## src/rtl/mmc_pkg.sv

```systemverilog
// ----------------------------------------------------------------------------
// mmc_pkg: shared types and constants of the masked median composite
// Word layouts of the sample, result and configuration channels, register
// indexes and the controller state encoding.
// ----------------------------------------------------------------------------
package mmc_pkg;

  localparam int unsigned SampleW = 16;
  localparam int unsigned CountW  = 7;
  localparam int unsigned CfgIdxW = 2;
  localparam int unsigned CfgDatW = 16;

  // register indexes on the configuration channel
  localparam logic [CfgIdxW-1:0] CfgNullValue = 2'd0;
  localparam logic [CfgIdxW-1:0] CfgMinValid  = 2'd1;

  typedef struct packed {
    logic signed [SampleW-1:0] sample;
    logic                      clear;
    logic                      last_band;
  } in_word_t;

  typedef struct packed {
    logic signed [SampleW-1:0] median;
    logic [CountW-1:0]         valid_count;
  } out_word_t;

  typedef struct packed {
    logic [CfgIdxW-1:0] index;
    logic [CfgDatW-1:0] data;
  } cfg_word_t;

  // broadcast control to every cell of the sorted chain
  typedef struct packed {
    logic                      insert;
    logic                      shift;
    logic signed [SampleW-1:0] sample;
  } cell_ctrl_t;

  // what a cell hands to its right-hand neighbor
  typedef struct packed {
    logic signed [SampleW-1:0] value;
    logic                      gt;
  } cell_link_t;

  typedef enum logic [1:0] {
    ST_IDLE  = 2'b01,
    ST_DRAIN = 2'b10
  } state_e;

endpackage

```

## src/rtl/mmc_if.sv

```systemverilog
// ----------------------------------------------------------------------------
// mmc channel interfaces
// Valid/ready channels for sample words, result words and register writes.
// ----------------------------------------------------------------------------
interface mmc_in_if;
  logic              valid;
  logic              ready;
  mmc_pkg::in_word_t data;

  modport source (output valid, output data, input ready);
  modport sink   (input valid, input data, output ready);
endinterface

interface mmc_out_if;
  logic               valid;
  logic               ready;
  mmc_pkg::out_word_t data;

  modport source (output valid, output data, input ready);
  modport sink   (input valid, input data, output ready);
endinterface

interface mmc_cfg_if;
  logic               valid;
  logic               ready;
  mmc_pkg::cfg_word_t data;

  modport source (output valid, output data, input ready);
  modport sink   (input valid, input data, output ready);
endinterface

```

## src/rtl/mmc_cell.sv

```systemverilog
// ----------------------------------------------------------------------------
// mmc_cell: one slot of the sorted insertion chain
// Holds one kept sample. On insert it keeps its value, takes the left
// neighbor's value or takes the new sample; on shift it takes the right
// neighbor's value so the chain drains toward slot 0.
// ----------------------------------------------------------------------------
module mmc_cell (
  input  logic                              clk_i,
  input  mmc_pkg::cell_ctrl_t               ctrl_i,
  input  logic                              occ_i,
  input  mmc_pkg::cell_link_t               left_i,
  input  logic signed [mmc_pkg::SampleW-1:0] right_i,
  output mmc_pkg::cell_link_t               link_o
);

  logic signed [mmc_pkg::SampleW-1:0] value_q, value_d;
  logic                               gt;

  assign gt = occ_i && (value_q > ctrl_i.sample);

  always_comb begin
    value_d = value_q;
    if (ctrl_i.insert) begin
      if (!(occ_i && !gt)) begin
        value_d = left_i.gt ? left_i.value : ctrl_i.sample;
      end
    end else if (ctrl_i.shift) begin
      value_d = right_i;
    end
  end

  always_ff @(posedge clk_i) begin
    value_q <= value_d;
  end

  assign link_o.value = value_q;
  assign link_o.gt    = gt;

endmodule

```

## src/rtl/masked_median_composite_int16.sv

```systemverilog
// ----------------------------------------------------------------------------
// masked_median_composite_int16: per-pixel median of masked band samples
// Band words of one pixel stream in on in_i; kept samples are inserted into
// a chain of sorted cells, one word per cycle while the block is idle. The
// last-band word ends the pixel and a result word leaves on out_o.
//
// Usage:
//  - cfg_i (always ready) writes null_value (index 0) and min_valid (index 1);
//    the user writes them only while idle (not enforced); other indexes ignored.
//  - A non-last band word is taken every cycle while the block is idle.
//  - After a last-band word with n kept samples the chain shifts toward
//    slot 0 until the lower middle sample is in slot 0 (no shift when n
//    is 0), then the median is formed from slots 0 and 1 into the output
//    register; in_i is not ready during that drain.
//  - The output register lets the next pixel's bands enter while a result
//    waits; if out_o stalls, the drain holds at its end until it is free.
//  - Reset empties the chain, clears the output and sets null_value to 0
//    and min_valid to 1.
// ----------------------------------------------------------------------------
module masked_median_composite_int16 #(
  parameter int unsigned MAX_BANDS = 16
) (
  input  logic       clk_i,
  input  logic       rst_ni,
  mmc_in_if.sink     in_i,
  mmc_out_if.source  out_o,
  mmc_cfg_if.sink    cfg_i
);

  localparam int unsigned CntW = $clog2(MAX_BANDS + 1);

  // configuration
  logic signed [mmc_pkg::SampleW-1:0] null_value_q;
  logic [mmc_pkg::CountW-1:0]         min_valid_q;

  assign cfg_i.ready = 1'b1;

  always_ff @(posedge clk_i or negedge rst_ni) begin
    if (!rst_ni) begin
      null_value_q <= '0;
      min_valid_q  <= mmc_pkg::CountW'(1);
    end else if (cfg_i.valid) begin
      case (cfg_i.data.index)
        mmc_pkg::CfgNullValue: null_value_q <= cfg_i.data.data;
        mmc_pkg::CfgMinValid:  min_valid_q  <= cfg_i.data.data[mmc_pkg::CountW-1:0];
        default: ;
      endcase
    end
  end

  // control
  mmc_pkg::state_e state_q, state_d;
  logic [CntW-1:0] count_q, count_d;
  logic [CntW-1:0] n_q, n_d;
  logic [CntW-1:0] drain_q, drain_d;
  logic            out_valid_q, out_valid_d;
  mmc_pkg::out_word_t out_q, out_d;

  logic            accept, keep, ins;
  logic [CntW-1:0] n_new;
  logic            out_free;
  mmc_pkg::out_word_t result;

  mmc_pkg::cell_ctrl_t                ctrl;
  mmc_pkg::cell_link_t                link [MAX_BANDS+1];
  logic signed [mmc_pkg::SampleW-1:0] val_ext [MAX_BANDS+1];

  assign in_i.ready = (state_q == mmc_pkg::ST_IDLE);
  assign accept     = in_i.valid && in_i.ready;
  assign keep       = in_i.data.clear && (in_i.data.sample != null_value_q);
  assign ins        = accept && keep && (count_q < CntW'(MAX_BANDS));
  assign n_new      = count_q + CntW'(ins);
  assign out_free   = !out_valid_q || out_o.ready;

  assign ctrl.insert = ins;
  assign ctrl.shift  = (state_q == mmc_pkg::ST_DRAIN) && (drain_q != '0);
  assign ctrl.sample = in_i.data.sample;

  // sorted cell chain
  assign link[0].value = '0;
  assign link[0].gt    = 1'b0;

  for (genvar i = 0; i < MAX_BANDS; i++) begin : g_cell
    mmc_cell u_cell (
      .clk_i   (clk_i),
      .ctrl_i  (ctrl),
      .occ_i   (count_q > CntW'(i)),
      .left_i  (link[i]),
      .right_i (val_ext[i+1]),
      .link_o  (link[i+1])
    );
    assign val_ext[i] = link[i+1].value;
  end
  assign val_ext[MAX_BANDS] = link[MAX_BANDS].value;

  // median from the two lowest slots after draining
  logic signed [mmc_pkg::SampleW:0] pair_sum, pair_adj;
  logic [mmc_pkg::CountW-1:0]       n_ext;

  assign n_ext    = mmc_pkg::CountW'(n_q);
  assign pair_sum = {val_ext[0][mmc_pkg::SampleW-1], val_ext[0]} +
                    {val_ext[1][mmc_pkg::SampleW-1], val_ext[1]};
  // round toward zero: bias negative sums by one before halving
  assign pair_adj = pair_sum + (mmc_pkg::SampleW+1)'(pair_sum[mmc_pkg::SampleW]);

  always_comb begin
    result.valid_count = n_ext;
    if (n_q == '0 || n_ext < min_valid_q) begin
      result.median = null_value_q;
    end else if (n_q[0]) begin
      result.median = val_ext[0];
    end else begin
      result.median = pair_adj[mmc_pkg::SampleW:1];
    end
  end

  always_comb begin
    state_d     = state_q;
    count_d     = count_q;
    n_d         = n_q;
    drain_d     = drain_q;
    out_valid_d = out_valid_q;
    out_d       = out_q;
    if (out_valid_q && out_o.ready) begin
      out_valid_d = 1'b0;
    end
    case (state_q)
      mmc_pkg::ST_IDLE: begin
        if (accept) begin
          if (in_i.data.last_band) begin
            count_d = '0;
            n_d     = n_new;
            drain_d = (n_new == '0) ? '0 : ((n_new - CntW'(1)) >> 1);
            state_d = mmc_pkg::ST_DRAIN;
          end else begin
            count_d = n_new;
          end
        end
      end
      mmc_pkg::ST_DRAIN: begin
        if (drain_q != '0) begin
          drain_d = drain_q - CntW'(1);
        end else if (out_free) begin
          out_d       = result;
          out_valid_d = 1'b1;
          state_d     = mmc_pkg::ST_IDLE;
        end
      end
      default: state_d = mmc_pkg::ST_IDLE;
    endcase
  end

  always_ff @(posedge clk_i or negedge rst_ni) begin
    if (!rst_ni) begin
      state_q     <= mmc_pkg::ST_IDLE;
      count_q     <= '0;
      n_q         <= '0;
      drain_q     <= '0;
      out_valid_q <= 1'b0;
    end else begin
      state_q     <= state_d;
      count_q     <= count_d;
      n_q         <= n_d;
      drain_q     <= drain_d;
      out_valid_q <= out_valid_d;
    end
  end

  always_ff @(posedge clk_i) begin
    out_q <= out_d;
  end

  assign out_o.valid = out_valid_q;
  assign out_o.data  = out_q;

endmodule
```

## src/flat_wrapper.sv

```systemverilog
// flat-port wrapper written by rule: the top's interface ports become plain ports
module masked_median_composite_int16_flat 
#(
  parameter int unsigned MAX_BANDS = 16
)
  (clk_i, rst_ni, in_i_valid, in_i_data, in_i_ready, out_o_valid, out_o_data, out_o_ready, cfg_i_valid, cfg_i_data, cfg_i_ready);
  mmc_in_if in_i_i ();
  mmc_out_if out_o_i ();
  mmc_cfg_if cfg_i_i ();
  input  logic clk_i;
  input  logic rst_ni;
  input wire logic [$bits(in_i_i.valid)-1:0] in_i_valid;
  input wire logic [$bits(in_i_i.data)-1:0] in_i_data;
  output wire logic [$bits(in_i_i.ready)-1:0] in_i_ready;
  output wire logic [$bits(out_o_i.valid)-1:0] out_o_valid;
  output wire logic [$bits(out_o_i.data)-1:0] out_o_data;
  input wire logic [$bits(out_o_i.ready)-1:0] out_o_ready;
  input wire logic [$bits(cfg_i_i.valid)-1:0] cfg_i_valid;
  input wire logic [$bits(cfg_i_i.data)-1:0] cfg_i_data;
  output wire logic [$bits(cfg_i_i.ready)-1:0] cfg_i_ready;
  assign in_i_i.valid = in_i_valid;
  assign in_i_i.data = in_i_data;
  assign in_i_ready = in_i_i.ready;
  assign out_o_valid = out_o_i.valid;
  assign out_o_data = out_o_i.data;
  assign out_o_i.ready = out_o_ready;
  assign cfg_i_i.valid = cfg_i_valid;
  assign cfg_i_i.data = cfg_i_data;
  assign cfg_i_ready = cfg_i_i.ready;
  masked_median_composite_int16 #(.MAX_BANDS(MAX_BANDS)) u_core (.clk_i(clk_i), .rst_ni(rst_ni), .in_i(in_i_i), .out_o(out_o_i), .cfg_i(cfg_i_i));
endmodule
```

## config.mk

```make
export PLATFORM = sky130hd
export DESIGN_NAME = masked_median_composite_int16_flat
export DESIGN_NICKNAME = d
export VERILOG_FILES = /design/src/rtl/mmc_pkg.sv /design/src/rtl/mmc_if.sv /design/src/rtl/mmc_cell.sv /design/src/rtl/masked_median_composite_int16.sv /design/src/flat_wrapper.sv
export SDC_FILE = /design/constraint.sdc
export NUM_CORES = 1
export LEC_CHECK = 0
export ABC_AREA = 1
export BUFFER_PORTS_ARGS = -buffer_cell sky130_fd_sc_hd__buf_4
export CORE_MARGIN = 2
export CORE_UTILIZATION = 40
export DETAILED_ROUTE_END_ITERATION = 16
export PLACE_DENSITY = 0.55
export SLEW_MARGIN = 30
export SYNTH_ARGS = -nofsm -noshare
export SYNTH_HDL_FRONTEND = slang
export SYNTH_HIERARCHICAL = 1
export SYNTH_SLANG_ARGS = --single-unit
```

## constraint.sdc

```tcl
create_clock -name clk_i -period 3.3 [get_ports clk_i]
set_input_delay 0 -clock clk_i [delete_from_list [all_inputs] [get_ports clk_i]]
set_output_delay 0 -clock clk_i [all_outputs]
set_load 0.05 [all_outputs]
```

==> impl_metrics.csv, run 1 <==
group,metric,value,unit
status,status,"completed",
layout,final_nets,3850,
floorplanning,start_util,40.3,%
layout,final_layout_size_suffix_gt1_share,11.1,%
floorplanning,rows,92,
clocking,clk_pin_slew,60,ps
place,dp_slack,-65.8,ps
sta,worst_pin_slew,1070,ps
clocking,cts-root-buf,"clkbuf_16",
sta,layout_min_cycle_time,3110,ps
detailed_routing,num_vias,22700,
flow_run,drv_cap,0,
floorplanning,core,0.0629,mm2
setup_path,crit_path_start_kind,"flip-flop",
sta,relSlewSlack,28.0,%
sta,final_hold_viol_count,0,
global_route,grt_pass1_vias,21500,
setup_path,cp.required,3730,ps
clocking,cts_max_path_buffers,3,
sta,setup_violations,0,
global_route,grt_pass1_wl,124000,um
detailed_routing,ant_nets,0,
setup_path,arrival,3540,ps
detailed_routing,dr.pass1.iters,5,
clocking,cts_tree,"yes",
pwr,p_leak,14.0,nW
clocking,cts_inserted_buffers,41,
sta,fin_crit_sh,94.2,%
pwr,irDropWorstVdd,409,uV
setup_path,rrSetupSlack,190,ps
sta,fin_skew,20.8,ps
floorplanning,fp.dieW,256,um
pwr,p_per_area,495,mW/mm2
synth,synth.avg_cell_area,7.49,um2
floorplanning,fp.dieH,256,um
sta,fin_tns_setup,0,ps
detailed_routing,drc,0,
synth,yosys_warnings,6,
place,dp_hpwl,59500,um
setup_path,crit_fanout,4,
sta,report.final.slew_viol_count,0,
detailed_routing,vias_per_cell,5.15,
sta,max_freq,0.322,GHz
clocking,cts.htree.levels,2,
sta,timing.final.ws_setup,190,ps
global_route,grt_util_all_layers,23.9,%
setup_path,worst_setup_path_end_kind,"flip-flop",
setup_path,critical_path_class,"reg2reg",
layout,syn_to_final_growth,15.0,%
floorplanning,dieArea,0.0653,mm2
detailed_routing,wl,79300,um
clocking,worstSkewPairLatency,580,ps
synth,synthCells,3380,
global_route,antenna_found_initial,2,
layout,diodes,0,
global_route,grt_overflow,0,
sta,whs,43.0,ps
clocking,cts.sinks,318,
place,portBuffers,63,
place,gp_congestion,0.930,
global_route,grt_start_max_net_pins,126,
worst_hold_path,min_path_type,"in2reg",
detailed_routing,detail_route.wl_per_cell,18.0,um
detailed_routing,drt_iter0_drc,1630,
synth,syn-cell-area,0.0253,mm2
floorplanning,ios,67,
## final cells by class
type                    instances  area [um2]
flip-flops and latches        318        9350
fillers                      6377       33700
inverters                     486        1820
multi-input cells            2454       13600
well taps                     846        1060
clock inverters                23         235
repair buffers                224        1940
clock buffers                  53        1130
## placed cells by master (no fill, tap or decap), types with 3 or more instances in the layout
master / instances
a21o_1: 16
a21oi_1: 114
a21oi_2: 18
a22oi_1: 4
a31oi_1: 258
and2_1: 3
buf_12: 13
buf_4: 174
bufinv_16: 5
clkbuf_1: 8
clkbuf_16: 43
clkinv_1: 11
clkinv_2: 6
conb_1: 20
dfrtp_1: 39
dlygate4sd3_1: 37
edfxtp_1: 277
ha_1: 281
inv_1: 448
inv_2: 36
mux2_2: 8
nand2_1: 992
nand2_2: 30
nand3_1: 88
nand3_2: 17
nand3b_1: 7
nand4_1: 28
nor2_1: 431
nor2_2: 5
nor2_4: 5
nor3_1: 6
nor3_2: 16
o21ai_0: 41
o21ai_1: 18
o22ai_1: 6
or2_2: 7
xnor2_1: 7
xor2_1: 16
## registers in the layout (all words and copies together) (netlist names)
register	flops
u_core/state_q	2
u_core/null_value_q	16
u_core/g_cell.u_cell/value_q	256
u_core/count_q	5
u_core/n_q	5
u_core/min_valid_q	7
u_core/out_o.valid	1
u_core/out_o.data	21
u_core/drain_q	5
## where the power goes
group	internal (mW)	switching (mW)	total (mW)
sequential	5.08	0.462	5.54
clock	2.81	1.89	4.70
combinational	1.56	2.62	4.18
## critical path, stage by stage, from the launching register on
cell	delay (ps)
edfxtp_1	360
ha_2	190
inv_1	60
fa_2	380
inv_2	80
nand3_2	80
nand2_2	80
nand2_2	60
nand2_2	70
nand2_1	60
nand2_1	50
nand2_1	60
nand2_2	90
nand2_2	60
inv_2	70
ha_4	130
inv_2	40
nor2_4	120
nand3_4	100
nor2_4	150
nand2_2	90
nor2_4	130
buf_4	130
xor2_1	150
nand2_1	70
a21oi_1	120
## routing by layer
layer / GRT usage (%) / part of all wire (%) / up-vias
met3: 3.55 / 5.1 / 118
met2: 39.1 / 46 / 517
met1: 32.9 / 46 / 10700
li1: - / - / 11400
met5: 0 / 0.016 / -
met4: 6.79 / 2.6 / 2
## through the flow
stage	util (%)	std cells	power (mW)	area (um2)
final	46.3	4404	14.4	29100
after global routing	46.3	4404	15.3	29100
after CTS	46.2	4398	14.5	29000
after detailed placement	43.4	4284	9.69	27300
after global placement	43.4	4284	9.65	27300
after floorplan	-	3398	8.28	25400
## repair_timing
action,CTS,global route
hold buffers,38,0
gates resized for setup,2,14
setup endpoints to repair,2,6
endpoints found under the hold margin,160,0
buffers inserted,0,6
pin swaps,0,10
## worst paths after layout
check                                              to  cells after the start                               start
worst max-delay path            u_core/out_o.data[16]                     25  u_core/g_cell[0].u_cell/value_q[0]
worst min-delay path            u_core/min_valid_q[0]                      3                         cfg_i_valid
worst max register to register  u_core/out_o.data[16]                     25  u_core/g_cell[0].u_cell/value_q[0]
worst min register to register  u_core/min_valid_q[1]                      2               u_core/min_valid_q[1]
max in group asynchronous           u_core/count_q[1]                      4                              rst_ni
min in group asynchronous       u_core/min_valid_q[0]                      3                              rst_ni
Note: power is estimated with default switching activity, not from simulation.
==> run 2, diff against run 1 <==
PLACE_DENSITY = default   (was 0.55)
PLACE_DENSITY_LB_ADDON = 0.12   (was default)
==> run 2 against run 1 <==
Net effect:
- non-clock buffer count fell by 18
- first-iteration DRC count rose by 8.3%
- via count rose by 2.0%
- worst setup slack improved by 18 ps
- combinational power rose by 1%
- sequential share of layout area rose by 0.30 points
- register-to-register slack improved by 20 ps
- maximum frequency rose by 0.57%
- hold slack got worse by 15 ps
==> impl_metrics.csv, run 2 (synthesis results as in run 1) <==
group,metric,value,unit
setup_path,worst_setup_path_end_kind,"flip-flop",
clocking,cts_max_path_buffers,3,
sta,max_freq,0.323,GHz
detailed_routing,dr.pass1.iters,6,
clocking,cts-root-buf,"clkbuf_16",
place,portBuffers,63,
setup_path,crit_path_start_kind,"flip-flop",
place,gp_congestion,0.871,
detailed_routing,ant_nets,0,
layout,diodes,0,
sta,fin_skew,29.5,ps
sta,report.final.slew_viol_count,0,
sta,worst_pin_slew,973,ps
detailed_routing,num_vias,23100,
pwr,internal-power,9.16,mW
floorplanning,fp.dieH,256,um
sta,setup_violations,0,
layout,multi_input_area,0.0136,mm2
place,place_inst,4273,
clocking,worstSkewPairLatency,580,ps
floorplanning,core,0.0629,mm2
global_route,grt_pass1_vias,22400,
clocking,cts.htree.levels,2,
clocking,cts.sinks,318,
layout,fin_util,45.9,%
floorplanning,start_util,40.3,%
status,status,"completed",
global_route,grt_pass1_wl,127000,um
sta,relSlewSlack,34.4,%
floorplanning,ios,67,
global_route,grt_start_max_net_pins,190,
layout,top_register,"u_core/g_cell.u_cell/value_q",
detailed_routing,drt_iter0_drc,1765,
setup_path,r2r_cells,26,
global_route,antenna_found_initial,2,
detailed_routing,wl,80900,um
worst_hold_path,min_path_type,"in2reg",
sta,timing.final.ws_setup,208,ps
layout,register_area,0.00935,mm2
layout,fillers,6316,
layout,final_cell_mix,"nand2_1, inv_1, nor2_1",
place,dp_slack,48.6,ps
pwr,p_leak,13.9,nW
setup_path,arrival,3420,ps
layout,final_nets,3832,
detailed_routing,detail_route.wl_per_cell,18.5,um
global_route,grt_overflow,0,
layout,syn_to_final_growth,14.0,%
sta,fin_crit_sh,93.7,%
setup_path,critical_path_class,"reg2reg",
setup_path,crit_fanout,3,
flow_run,drv_cap,0,
worst_hold_path,whs_path_depth,3,
pwr,p_per_area,489,mW/mm2
detailed_routing,drc,0,
pwr,irDropWorstVdd,394,uV
floorplanning,dieArea,0.0653,mm2
place,placed_area,0.0271,mm2
floorplanning,fp.dieW,256,um
clocking,cts_tree,"yes",
sta,final_hold_viol_count,0,
pwr,p_seq_share,39.2,%
layout,final_layout_size_suffix_gt1_share,11.0,%
layout,fin_cells,4379,
pwr,p_switching,4.94,mW
layout,largest_register_ffs,256,
layout,layout_commonest_cell,"nand2_1",
global_route,grt_util_all_layers,24.4,%
detailed_routing,vias_per_cell,5.29,
setup_path,cp.required,3630,ps
pwr,pwr-share-clk,30.9,%
sta,layout_min_cycle_time,3090,ps
layout,finalInstanceArea,0.0288,mm2
place,dp_hpwl,60700,um
pwr,p_sw_share,35.1,%
clocking,cts_inserted_buffers,41,
clocking,clk_pin_slew,60,ps
floorplanning,rows,92,
pwr,pwr-share-comb,29.9,%
[run 2: cell count changes in the layout (fill, tap and decap cells not counted), sizes merged]
cell | before | now
inv | 487 | 485
bufinv | 5 | 1
clkbuf | 53 | 54
dlygate4sd3 | 37 | 30
buf | 187 | 176
clkinv | 17 | 15
[run 2: power groups by stage]
stage               logic, mW  clock network, mW  registers (mW)
finish                   4.22               4.36            5.53
global route             4.79               4.61            5.58
CTS                      4.16               4.46            5.52
detailed placement       4.11                  0            5.60
global placement         3.99                  0            5.59
floorplan                2.86                  0            5.42
[run 2: per-stage QoR]
stage | power, mW | hold WS (ps) | setup TNS [ps]
after global routing | 15.0 | 47.3 | -78.9
after CTS | 14.1 | 16.0 | 0
after detailed placement | 9.71 | 24.5 | 0
final | 14.1 | 27.9 | 0
after floorplan | 8.28 | -296 | 0
after global placement | 9.58 | 16.5 | 0
[run 2: critical path, stage by stage (launching register included)]
cell and delay (ps):
edfxtp_1 350, ha_2 190, inv_2 40, fa_2 370, inv_2 80, nand3_2 80, nand2_2 90, nand2_2 60
nand2_2 70, nand2_2 60, nand2_1 60, nand2_1 60, nand2_2 90, nand2_2 60, inv_2 80, ha_4 140
inv_2 40, nor2_4 90, nand3_2 100, nor2_4 150, nand2_2 80, nor2_4 120, nand2_2 60, nand2_1 60
nand2_1 50, nor2_1 120, o21ai_1 90
[run 2: path summary, 6_finish.rpt]
kind                                                     from                endpoint  slack, ps
min in group asynchronous                              rst_ni       u_core/state_q[0]        480
max in group asynchronous                              rst_ni  u_core/null_value_q[6]       2580
hold / removal                                 cfg_i_data[17]   u_core/min_valid_q[0]         30
setup / recovery           u_core/g_cell[0].u_cell/value_q[0]   u_core/out_o.data[18]        210
setup reg to reg           u_core/g_cell[0].u_cell/value_q[0]   u_core/out_o.data[18]        210
hold reg to reg                         u_core/min_valid_q[3]   u_core/min_valid_q[3]        480
[run 2: layer usage]
layer | track usage (%) | part of all wire (%) | routed length (um) | vias up
met5 | 0 | 0.021 | 17 | -
met4 | 6.68 | 2.6 | 2070 | 2
met3 | 2.33 | 4.5 | 3660 | 104
met2 | 41.5 | 47 | 38200 | 625
met1 | 33.2 | 46 | 37000 | 11100
li1 | - | - | - | 11400
[run 2: final cells by class]
type / instances / share of cell area, %
clock buffer: 54 / 4.06
clock inverter: 15 / 0.325
inverter: 486 / 6.33
multi-input combinational: 2454 / 47.1
sequential: 318 / 32.4
tap: 846 / 3.67
timing repair buffer: 206 / 6.08
[run 2: timing repair]
| action | CTS | global route |
|---|---|---|
| hold buffers | 31 | 0 |
| gates resized for setup | 0 | 24 |
| setup endpoints to repair | 0 | 10 |
| setup buffers | 0 | 6 |
| endpoints found under the hold margin | 95 | 0 |
